--- config.mk ---
export PLATFORM = sky130hd
export DESIGN_NAME = protobuf_wire_field_tokenizer
export DESIGN_NICKNAME = d
export VERILOG_FILES = /design/src/rtl/pwft_pkg.sv /design/src/rtl/pwft_stack.sv /design/src/rtl/pwft_outq.sv /design/src/rtl/protobuf_wire_field_tokenizer.sv
export SDC_FILE = /design/constraint.sdc
export NUM_CORES = 2
export LEC_CHECK = 0
export BUFFER_PORTS_ARGS = -buffer_cell sky130_fd_sc_hd__buf_4
export CORE_ASPECT_RATIO = 1.25
export CORE_MARGIN = 4
export CORE_UTILIZATION = 60
export CTS_CLUSTER_SIZE = 8
export DETAILED_ROUTE_END_ITERATION = 10
export GPL_TIMING_DRIVEN = 0
export PLACE_DENSITY = 0.83
export SKIP_LAST_GASP = 1
export SYNTH_ARGS = -nofsm -noshare
export SYNTH_HDL_FRONTEND = slang
export SYNTH_SLANG_ARGS = --single-unit
--- constraint.sdc ---
create_clock -name aclk -period 16.2 [get_ports aclk]
set_clock_uncertainty 0.2 [all_clocks]
set_input_delay 1.62 -clock aclk [delete_from_list [all_inputs] [get_ports aclk]]
set_output_delay 1.62 -clock aclk [all_outputs]
set_load 0.01 [all_outputs]
--- src/rtl/pwft_pkg.sv ---
`default_nettype none

package pwft_pkg;

    // Parameter defaults handed to the top level.
    localparam int MAX_NEST_DEFAULT    = 64;
    localparam int LENGTH_BITS_DEFAULT = 32;

    // Reset value of the nesting limit register.
    localparam logic [6:0] MAX_NESTING_RESET = 7'd64;

    // Result kinds.
    localparam logic [2:0] KIND_VARINT  = 3'd0;
    localparam logic [2:0] KIND_SIZED   = 3'd1;
    localparam logic [2:0] KIND_PAYLOAD = 3'd2;
    localparam logic [2:0] KIND_END     = 3'd3;
    localparam logic [2:0] KIND_ERROR   = 3'd4;

    // Error codes.
    localparam logic [2:0] ERR_OVERFLOW  = 3'd0;
    localparam logic [2:0] ERR_FIELD_NUM = 3'd1;
    localparam logic [2:0] ERR_WIRE_TYPE = 3'd2;
    localparam logic [2:0] ERR_STRAY_END = 3'd3;
    localparam logic [2:0] ERR_MISMATCH  = 3'd4;
    localparam logic [2:0] ERR_NESTING   = 3'd5;
    localparam logic [2:0] ERR_TRUNCATED = 3'd6;

    // Wire types.
    localparam logic [2:0] WT_VARINT  = 3'd0;
    localparam logic [2:0] WT_FIXED64 = 3'd1;
    localparam logic [2:0] WT_LENGTH  = 3'd2;
    localparam logic [2:0] WT_SGROUP  = 3'd3;
    localparam logic [2:0] WT_EGROUP  = 3'd4;
    localparam logic [2:0] WT_FIXED32 = 3'd5;

    typedef struct packed {
        logic [7:0] data_byte;
        logic       end_of_message;
    } in_word_t;

    typedef struct packed {
        logic [2:0]  kind;
        logic [28:0] field_number;
        logic [2:0]  wire_type;
        logic [63:0] field_value;
        logic [2:0]  error_code;
        logic        last_of_run;
    } out_word_t;

    // Command to the group number stack for one accepted word.
    typedef struct packed {
        logic        clear;
        logic        push;
        logic        pop;
        logic [28:0] num;
    } stk_cmd_t;

    // Writes into the result queue for one accepted word.
    typedef struct packed {
        logic      push0;
        logic      push1;
        out_word_t word0;
        out_word_t word1;
    } outq_wr_t;

endpackage

`default_nettype wire

--- src/rtl/pwft_stack.sv ---
`default_nettype none

module pwft_stack #(
    parameter int MAX_NEST = pwft_pkg::MAX_NEST_DEFAULT,
    parameter int DW       = $clog2(MAX_NEST + 1)
) (
    input  wire logic               aclk,
    input  wire logic               aresetn,
    input  wire pwft_pkg::stk_cmd_t cmd,
    output logic [DW-1:0]           depth,
    output logic [28:0]             top
);
    import pwft_pkg::*;

    localparam int AW = (MAX_NEST > 1) ? $clog2(MAX_NEST) : 1;

    // The innermost entry lives in top_reg; the memory holds the entries below
    // it at their own indexes. The entry under the top is prefetched every cycle
    // so that a pop can take it at once.
    logic [28:0]   stack_mem [MAX_NEST];
    logic [DW-1:0] depth_reg, depth_next;
    logic [28:0]   top_reg, top_next;
    logic [28:0]   rd_data_reg;
    logic          byp_reg;
    logic [28:0]   byp_data_reg;
    logic [28:0]   below;
    logic          wr_en;
    logic [AW-1:0] wr_addr;
    logic [AW-1:0] rd_addr;

    assign below   = byp_reg ? byp_data_reg : rd_data_reg;
    assign wr_en   = cmd.push && (depth_reg != '0);
    assign wr_addr = AW'(depth_reg - DW'(1));
    assign rd_addr = AW'(depth_next - DW'(2));

    always_comb begin
        depth_next = depth_reg;
        top_next   = top_reg;
        if (cmd.push) begin
            depth_next = depth_reg + DW'(1);
            top_next   = cmd.num;
        end else if (cmd.pop) begin
            depth_next = depth_reg - DW'(1);
            top_next   = below;
        end
        if (cmd.clear) begin
            depth_next = '0;
        end
    end

    always_ff @(posedge aclk) begin
        if (!aresetn) begin
            depth_reg <= '0;
        end else begin
            depth_reg <= depth_next;
        end
    end

    always_ff @(posedge aclk) begin
        top_reg      <= top_next;
        rd_data_reg  <= stack_mem[rd_addr];
        byp_reg      <= wr_en && (wr_addr == rd_addr);
        byp_data_reg <= top_reg;
        if (wr_en) begin
            stack_mem[wr_addr] <= top_reg;
        end
    end

    assign depth = depth_reg;
    assign top   = top_reg;

endmodule

`default_nettype wire

--- src/rtl/pwft_outq.sv ---
`default_nettype none

module pwft_outq (
    input  wire logic                aclk,
    input  wire logic                aresetn,
    input  wire pwft_pkg::outq_wr_t  wr,
    output logic                     room,
    output logic                     m_valid,
    input  wire logic                m_ready,
    output pwft_pkg::out_word_t      m_data
);
    import pwft_pkg::*;

    // Four-entry queue with two write lanes and one read lane.
    out_word_t  q_mem [4];
    logic [1:0] wp_reg, rp_reg;
    logic [2:0] count_reg, count_next;
    logic       pop;

    assign pop     = m_valid && m_ready;
    assign m_valid = (count_reg != 3'd0);
    assign m_data  = q_mem[rp_reg];
    assign room    = (count_reg <= 3'd2);

    always_comb begin
        count_next = count_reg + 3'(wr.push0) + 3'(wr.push1) - 3'(pop);
    end

    always_ff @(posedge aclk) begin
        if (!aresetn) begin
            wp_reg    <= '0;
            rp_reg    <= '0;
            count_reg <= '0;
        end else begin
            wp_reg    <= wp_reg + 2'(wr.push0) + 2'(wr.push1);
            rp_reg    <= rp_reg + 2'(pop);
            count_reg <= count_next;
        end
    end

    always_ff @(posedge aclk) begin
        if (wr.push0) begin
            q_mem[wp_reg] <= wr.word0;
        end
        if (wr.push1) begin
            q_mem[wp_reg + 2'd1] <= wr.word1;
        end
    end

endmodule

`default_nettype wire

--- src/rtl/protobuf_wire_field_tokenizer.sv ---
`default_nettype none

// Streaming tokenizer for the protobuf wire format. One word of the input
// channel is one message byte plus a flag on the final byte of the message.
// The block takes one byte per cycle while the result queue has room: every
// key, varint, length and payload byte is decoded in the cycle it is
// accepted, and its records enter a four-entry result queue at the next
// clock edge. A byte gives at most two records (a field record followed by
// a message end or a truncation error); the input stays ready while the
// queue holds two or fewer records, so with a result side that is always
// ready the rate is one byte per cycle, but bytes that yield two records can
// fill the queue and stall the input. Group numbers are kept on a stack whose
// innermost entry sits in a register while the deeper entries sit in a
// synchronous memory; the entry beneath the top is read ahead every cycle,
// with write-to-read forwarding, so a group end can be checked and popped on
// any byte, also right after a push or pop. Payload bytes and field records
// are emitted only outside groups; a group gives one record when its
// outermost level closes. After an error, bytes are dropped until the final
// byte of the message, which gives a message end record. The nesting limit
// register may be written only while the block is idle.
module protobuf_wire_field_tokenizer #(
    parameter int MAX_NEST    = pwft_pkg::MAX_NEST_DEFAULT,
    parameter int LENGTH_BITS = pwft_pkg::LENGTH_BITS_DEFAULT
) (
    input  wire logic                aclk,
    input  wire logic                aresetn,
    input  wire logic                cfg_wr_en,
    input  wire logic [6:0]          cfg_wr_data,
    input  wire logic                s_valid,
    output logic                     s_ready,
    input  wire pwft_pkg::in_word_t  s_data,
    output logic                     m_valid,
    input  wire logic                m_ready,
    output pwft_pkg::out_word_t      m_data
);
    import pwft_pkg::*;

    localparam int DW = $clog2(MAX_NEST + 1);
    localparam int CW = (DW > 7) ? DW : 7;

    // Parse phases.
    localparam logic [1:0] PH_KEY   = 2'd0;
    localparam logic [1:0] PH_VALUE = 2'd1;
    localparam logic [1:0] PH_BYTES = 2'd2;

    logic [6:0]             max_nesting_reg;
    logic [1:0]             phase_reg, phase_next;
    logic [63:0]            acc_reg, acc_next;
    logic [3:0]             shift_reg, shift_next;
    logic [28:0]            hfn_reg, hfn_next;
    logic [2:0]             hwt_reg, hwt_next;
    logic [LENGTH_BITS-1:0] rem_reg, rem_next;
    logic                   latched_reg, latched_next;

    logic                   accept;
    logic                   room;
    logic [DW-1:0]          depth;
    logic [DW-1:0]          depth_after;
    logic [28:0]            top;
    logic [CW-1:0]          limit;
    logic [5:0]             shamt;
    logic [63:0]            acc_new;
    logic [LENGTH_BITS-1:0] rem_dec;
    logic                   err_valid;
    logic [2:0]             err_code;
    logic                   rec_valid;
    out_word_t              rec;
    out_word_t              tail;
    logic                   tail_valid;
    stk_cmd_t               cmd;
    outq_wr_t               wr;

    assign accept  = s_valid && s_ready;
    assign s_ready = room;

    // The limit in force is the smaller of the register and the stack capacity.
    assign limit = (CW'(max_nesting_reg) < CW'(MAX_NEST)) ? CW'(max_nesting_reg)
                                                         : CW'(MAX_NEST);

    // Seven bits per varint byte; the position never passes nine.
    assign shamt   = 6'({3'b000, shift_reg} << 3) - 6'({2'b00, shift_reg});
    assign acc_new = acc_reg | (64'(s_data.data_byte[6:0]) << shamt);
    assign rem_dec = rem_reg - LENGTH_BITS'(1);

    always_comb begin
        phase_next   = phase_reg;
        acc_next     = acc_reg;
        shift_next   = shift_reg;
        hfn_next     = hfn_reg;
        hwt_next     = hwt_reg;
        rem_next     = rem_reg;
        latched_next = latched_reg;
        err_valid    = 1'b0;
        err_code     = ERR_OVERFLOW;
        rec_valid    = 1'b0;
        rec          = '0;
        tail         = '0;
        tail_valid   = 1'b0;
        depth_after  = depth;
        cmd          = '0;
        cmd.num      = acc_new[31:3];

        if (latched_reg) begin
            if (s_data.end_of_message) begin
                tail_valid = 1'b1;
                tail.kind  = KIND_END;
            end
        end else begin
            if (phase_reg == PH_BYTES) begin
                if (depth == '0) begin
                    rec_valid         = 1'b1;
                    rec.kind          = KIND_PAYLOAD;
                    rec.field_number  = hfn_reg;
                    rec.wire_type     = hwt_reg;
                    rec.field_value   = 64'(s_data.data_byte);
                end
                rem_next = rem_dec;
                if (rem_dec == '0) begin
                    phase_next = PH_KEY;
                end
            end else if (shift_reg >= 4'd9 && s_data.data_byte > 8'd1) begin
                err_valid = 1'b1;
                err_code  = ERR_OVERFLOW;
            end else if (s_data.data_byte[7]) begin
                acc_next   = acc_new;
                shift_next = shift_reg + 4'd1;
            end else begin
                acc_next   = '0;
                shift_next = '0;
                if (phase_reg == PH_KEY) begin
                    // Field number is checked before the wire type.
                    if (acc_new[63:3] == 61'd0 || acc_new[63:32] != 32'd0) begin
                        err_valid = 1'b1;
                        err_code  = ERR_FIELD_NUM;
                    end else begin
                        hfn_next = acc_new[31:3];
                        hwt_next = acc_new[2:0];
                        case (acc_new[2:0])
                            WT_VARINT, WT_LENGTH: begin
                                phase_next = PH_VALUE;
                            end
                            WT_FIXED64, WT_FIXED32: begin
                                rem_next   = (acc_new[2:0] == WT_FIXED64) ?
                                             LENGTH_BITS'(8) : LENGTH_BITS'(4);
                                phase_next = PH_BYTES;
                                if (depth == '0) begin
                                    rec_valid        = 1'b1;
                                    rec.kind         = KIND_SIZED;
                                    rec.field_number = acc_new[31:3];
                                    rec.wire_type    = acc_new[2:0];
                                    rec.field_value  =
                                        (acc_new[2:0] == WT_FIXED64) ? 64'd8 : 64'd4;
                                end
                            end
                            WT_SGROUP: begin
                                if (CW'(depth) >= limit) begin
                                    err_valid = 1'b1;
                                    err_code  = ERR_NESTING;
                                end else begin
                                    cmd.push = 1'b1;
                                end
                            end
                            WT_EGROUP: begin
                                if (depth == '0) begin
                                    err_valid = 1'b1;
                                    err_code  = ERR_STRAY_END;
                                end else if (top != acc_new[31:3]) begin
                                    err_valid = 1'b1;
                                    err_code  = ERR_MISMATCH;
                                end else begin
                                    cmd.pop = 1'b1;
                                    if (depth == DW'(1)) begin
                                        rec_valid        = 1'b1;
                                        rec.kind         = KIND_SIZED;
                                        rec.field_number = acc_new[31:3];
                                        rec.wire_type    = WT_SGROUP;
                                        rec.field_value  = 64'd0;
                                    end
                                end
                            end
                            default: begin
                                err_valid = 1'b1;
                                err_code  = ERR_WIRE_TYPE;
                            end
                        endcase
                    end
                end else if (hwt_reg == WT_VARINT) begin
                    phase_next = PH_KEY;
                    if (depth == '0) begin
                        rec_valid        = 1'b1;
                        rec.kind         = KIND_VARINT;
                        rec.field_number = hfn_reg;
                        rec.wire_type    = WT_VARINT;
                        rec.field_value  = acc_new;
                    end
                end else if ((acc_new >> LENGTH_BITS) != 64'd0) begin
                    err_valid = 1'b1;
                    err_code  = ERR_TRUNCATED;
                end else begin
                    rem_next   = LENGTH_BITS'(acc_new);
                    phase_next = (acc_new != 64'd0) ? PH_BYTES : PH_KEY;
                    if (depth == '0) begin
                        rec_valid        = 1'b1;
                        rec.kind         = KIND_SIZED;
                        rec.field_number = hfn_reg;
                        rec.wire_type    = WT_LENGTH;
                        rec.field_value  = acc_new;
                    end
                end
            end

            // Depth once this byte's push or pop has taken effect.
            if (cmd.push) begin
                depth_after = depth + DW'(1);
            end else if (cmd.pop) begin
                depth_after = depth - DW'(1);
            end

            // A message that ends inside a field or a group is truncated.
            if (!err_valid && s_data.end_of_message &&
                (phase_next != PH_KEY || shift_next != 4'd0 || depth_after != '0)) begin
                err_valid = 1'b1;
                err_code  = ERR_TRUNCATED;
            end

            if (err_valid) begin
                tail_valid      = 1'b1;
                tail.kind       = KIND_ERROR;
                tail.error_code = err_code;
                if (!s_data.end_of_message) begin
                    latched_next = 1'b1;
                end
            end else if (s_data.end_of_message) begin
                tail_valid = 1'b1;
                tail.kind  = KIND_END;
            end
        end

        if (s_data.end_of_message) begin
            phase_next   = PH_KEY;
            acc_next     = '0;
            shift_next   = '0;
            hfn_next     = '0;
            hwt_next     = '0;
            rem_next     = '0;
            latched_next = 1'b0;
            cmd.clear    = 1'b1;
        end

        cmd.push  = cmd.push && accept;
        cmd.pop   = cmd.pop && accept;
        cmd.clear = cmd.clear && accept;
    end

    // Pack the records of this byte into the queue lanes in order.
    always_comb begin
        wr       = '0;
        wr.word0 = rec_valid ? rec : tail;
        wr.word1 = tail;
        wr.push0 = accept && (rec_valid || tail_valid);
        wr.push1 = accept && rec_valid && tail_valid;
        if (rec_valid && !tail_valid) begin
            wr.word0.last_of_run = 1'b1;
        end else if (rec_valid) begin
            wr.word1.last_of_run = 1'b1;
        end else begin
            wr.word0.last_of_run = 1'b1;
        end
    end

    always_ff @(posedge aclk) begin
        if (!aresetn) begin
            max_nesting_reg <= MAX_NESTING_RESET;
            phase_reg       <= PH_KEY;
            acc_reg         <= '0;
            shift_reg       <= '0;
            hfn_reg         <= '0;
            hwt_reg         <= '0;
            rem_reg         <= '0;
            latched_reg     <= 1'b0;
        end else begin
            if (cfg_wr_en) begin
                max_nesting_reg <= cfg_wr_data;
            end
            if (accept) begin
                phase_reg   <= phase_next;
                acc_reg     <= acc_next;
                shift_reg   <= shift_next;
                hfn_reg     <= hfn_next;
                hwt_reg     <= hwt_next;
                rem_reg     <= rem_next;
                latched_reg <= latched_next;
            end
        end
    end

    pwft_stack #(
        .MAX_NEST (MAX_NEST),
        .DW       (DW)
    ) u_stack (
        .aclk    (aclk),
        .aresetn (aresetn),
        .cmd     (cmd),
        .depth   (depth),
        .top     (top)
    );

    pwft_outq u_outq (
        .aclk    (aclk),
        .aresetn (aresetn),
        .wr      (wr),
        .room    (room),
        .m_valid (m_valid),
        .m_ready (m_ready),
        .m_data  (m_data)
    );

endmodule

`default_nettype wire
==> flow_summary.yaml <==
outcome:
  outcome: "complete, but fails checks"
  violations: "DRC, capacitance limit, slew limit"
logic_synthesis:
  yosysMostFrequentCell: "edfxtp_1"
  yosys.area.top_type: "edfxtp_1"
  synth_edf_count: 1913
  synth_seq_cells: 2512
  syn_inst: 8001
  synth_cell_types: 105
  synth_warnings: 0
  mappedNetlistArea_um2: 103000
  synth_area_leaders: "edfxtp_1, dfxtp_1, a21oi_1, nand2_1, mux2i_1"
  seq_area_frac_synth_pct: 67.7
  synthFlopType: "edfxtp_1"
  async_flop_share_pct: 0
  synth.avg_cell_area_um2: 12.8
  syn_nets: 8045
  yosysTopAreaCellShare_pct: 56.0
  synth_common_cells: "edfxtp_1, nand2_1, a21oi_1, dfxtp_1, clkbuf_1"
die:
  die_x_um: 378
  dieArea_um2: 178000
  ios: 126
  start_util_pct: 60.4
  rows: 169
  die_y_um: 470
  coreArea_um2: 170000
clock_network:
  clkSlewWorstSetupHoldPaths_ns: 0.06
  post_cts_buffers: 0
  cts.sink_count: 2512
  holdBufCountCts: 0
  clockBufferDepth: 4
  htreeDepth: 5
  clockRootBuffer: "clkbuf_16"
  clk_latency_ns: 1.01
  cts_made_buffers: 364
  cts_tree: "done"
  cts.repair.resized: 0
final_layout:
  utilization_pct: 70.3
  fin_nets: 8653
  fin_cells: 10900
  area_delta_synth_final_pct: 16.3
  largest_reg_flops: 1856
  final_layout_size_suffix_gt1_share_pct: 12.0
critical_path:
  r2r_slack_ns: 2.50
  critPathSlowestCell: "nor4_1"
  path_max_fanout: 10
  crit_path_start_kind: "flip-flop"
  cp.arrival_ns: 14.36
  reg2regPathDepth: 29
  path_class: "flip-flop to flip-flop"
  cpMostUsedCell: "buf_2"
  worst_ep_required_time_ns: 16.86
  cpPeakStageDelay_ns: 1.34
  r2r_start: "shift_reg[1]$_SDFFE_PN0P_"
  reg2reg_to: "u_stack.rd_data_reg[14]$_DFF_P_"
  crit_path_end_kind: "flip-flop"
worst_hold_path:
  hold_path_class: "flip-flop to flip-flop"
  min_to: "u_outq.q_mem[3][56]$_SDFFE_PP0N_"
  hold_path.startpoint: "u_outq.q_mem[3][56]$_SDFFE_PP0N_"
  holdPathStages: 2
sta:
  fin_hold_ws_ns: 0.248
  finalSetupTns_ns: 0
  rsz0062_at_grt: "no"
  setup_viol: 0
  max_freq_mhz: 73.0
  worstMarginPinSlew_ns: 1.72
  period_needed_ns: 13.70
  drv_slew: 44
  hold_viol: 0
  max_slew_margin_pct: -16.0
  period_share_pct: 84.6
power_and_ir_drop:
  p_sw_share_pct: 26.2
  p_leak_uw: 0.0386
  power.share.sequential_pct: 45.0
  clkPwrFrac_pct: 42.8
  p_int_uw: 11500
  p_sw_uw: 4080
  ir_worst_vdd_mv: 0.108
  power_uw: 15600
  powerDensity_nw_per_um2: 131
  combPwrFrac_pct: 12.2
placed_design:
  post-place-cells: 10500
  hpwl_um: 249000
  gp_congestion: 1.06
  numPortBuffers: 120
run:
  cap_violations: 11
detailed_routing:
  drc: 2
  num_vias: 79600
  antenna_left: 0
  initialDrtViolationCount: 12600
  wirelength_um: 372000
  wl_met2_um: 168000
  top_layer_used: "met5"
  route.met3.wl_um: 46900
  drt-met1-wl_um: 113000
  dr.pass1.iters: 11
  vias_per_cell: 7.29
  avgRoutedWirePerCell_um: 34.1
grt:
  grt_pass1_wl_um: 532000
  overflow: 0
  grt_usage_pct: 41.2
  grt_max_degree: 36
  antenna_found_initial: 17
  grt_pass1_vias: 78500
## how the worst max path moves through the flow
stage	start	endpoint	slack (ns)
detailed placement	s_data[1]	u_stack.rd_data_reg[13]$_DFF_P_	3.21
CTS	shift_reg[1]$_SDFFE_PN0P_	u_stack.rd_data_reg[13]$_DFF_P_	3.47
finish	shift_reg[1]$_SDFFE_PN0P_	u_stack.rd_data_reg[14]$_DFF_P_	2.50
global route	shift_reg[1]$_SDFFE_PN0P_	u_stack.rd_data_reg[14]$_DFF_P_	2.85
floorplan	s_data[1]	u_stack.rd_data_reg[18]$_DFF_P_	7.81
global placement	shift_reg[1]$_SDFFE_PN0P_	u_stack.rd_data_reg[13]$_DFF_P_	2.68
## worst max-delay path: cells and delay by family (launching register included)
kind | cells | cell delay, ns
AND/OR/NAND/NOR | 8 | 4.09
XOR/XNOR | 1 | 0.24
AO/OA/AOI/OAI | 5 | 2.54
flip-flops | 1 | 0.65
multiplexers | 1 | 0.44
buffers and inverters | 12 | 4.69
adder cells (fa/ha/maj) | 2 | 0.70
## cells by family (layout without fill, tap and decap cells)
group / Yosys count / in the layout / share of synthesized area (%)
other: 0 / 23 / 0
AO/OA/AOI/OAI: 2211 / 2211 / 14.4
XOR/XNOR: 47 / 47 / 0.416
buffers and inverters: 697 / 1372 / 2.81
AND/OR/NAND/NOR: 2086 / 2086 / 8.98
adder cells (fa/ha/maj): 24 / 24 / 0.312
flip-flops: 2512 / 2512 / 67.7
multiplexers: 424 / 424 / 5.44
## per-stage QoR
stage | area (µm²) | setup slack [ns]
global placement | 106000 | 2.68
CTS | 119000 | 3.47
detailed placement | 110000 | 3.21
floorplan | 103000 | 7.81
global route | 119000 | 2.85
finish | 119000 | 2.50
## power groups by stage
stage | clock network (µW) | registers [µW] | logic [µW]
5_1_grt | 6900 | 7010 | 1970
3_5_place_dp | 0 | 7130 | 1790
6_report | 6670 | 7010 | 1900
3_3_place_gp | 0 | 7160 | 1680
2_1_floorplan | 0 | 7120 | 1070
4_1_cts | 6600 | 7010 | 1800
## cell usage in the layout, fill, tap and decap left out, drive strengths merged, types with 225 or more instances in the layout
master / count
mux2i: 311
a21oi: 910
edfxtp: 1913
dfxtp: 599
clkbuf: 839
a22o: 225
nand2: 1073
nor2: 413
a221oi: 320
buf: 448
## layer usage
| layer | up-vias | GRT usage [%] |
|---|---|---|
| met5 | - | 0 |
| met2 | 7359 | 63.5 |
| met3 | 2030 | 13.1 |
| met1 | 38300 | 45.2 |
| met4 | 12 | 38.2 |
| li1 | 31900 | - |
## area by class of cell
class	instances	area (µm²)
Timing Repair Buffer	242	3720
Fill cell	10600	50500
Sequential cell	2512	69400
Clock inverter	10	138
Buffer	623	2610
Tap cell	2223	2780
Multi-Input combinational cell	4792	30900
Antenna cell	23	57.6
Clock buffer	423	9420
Inverter	74	278
(Power assumes the default switching activity.)
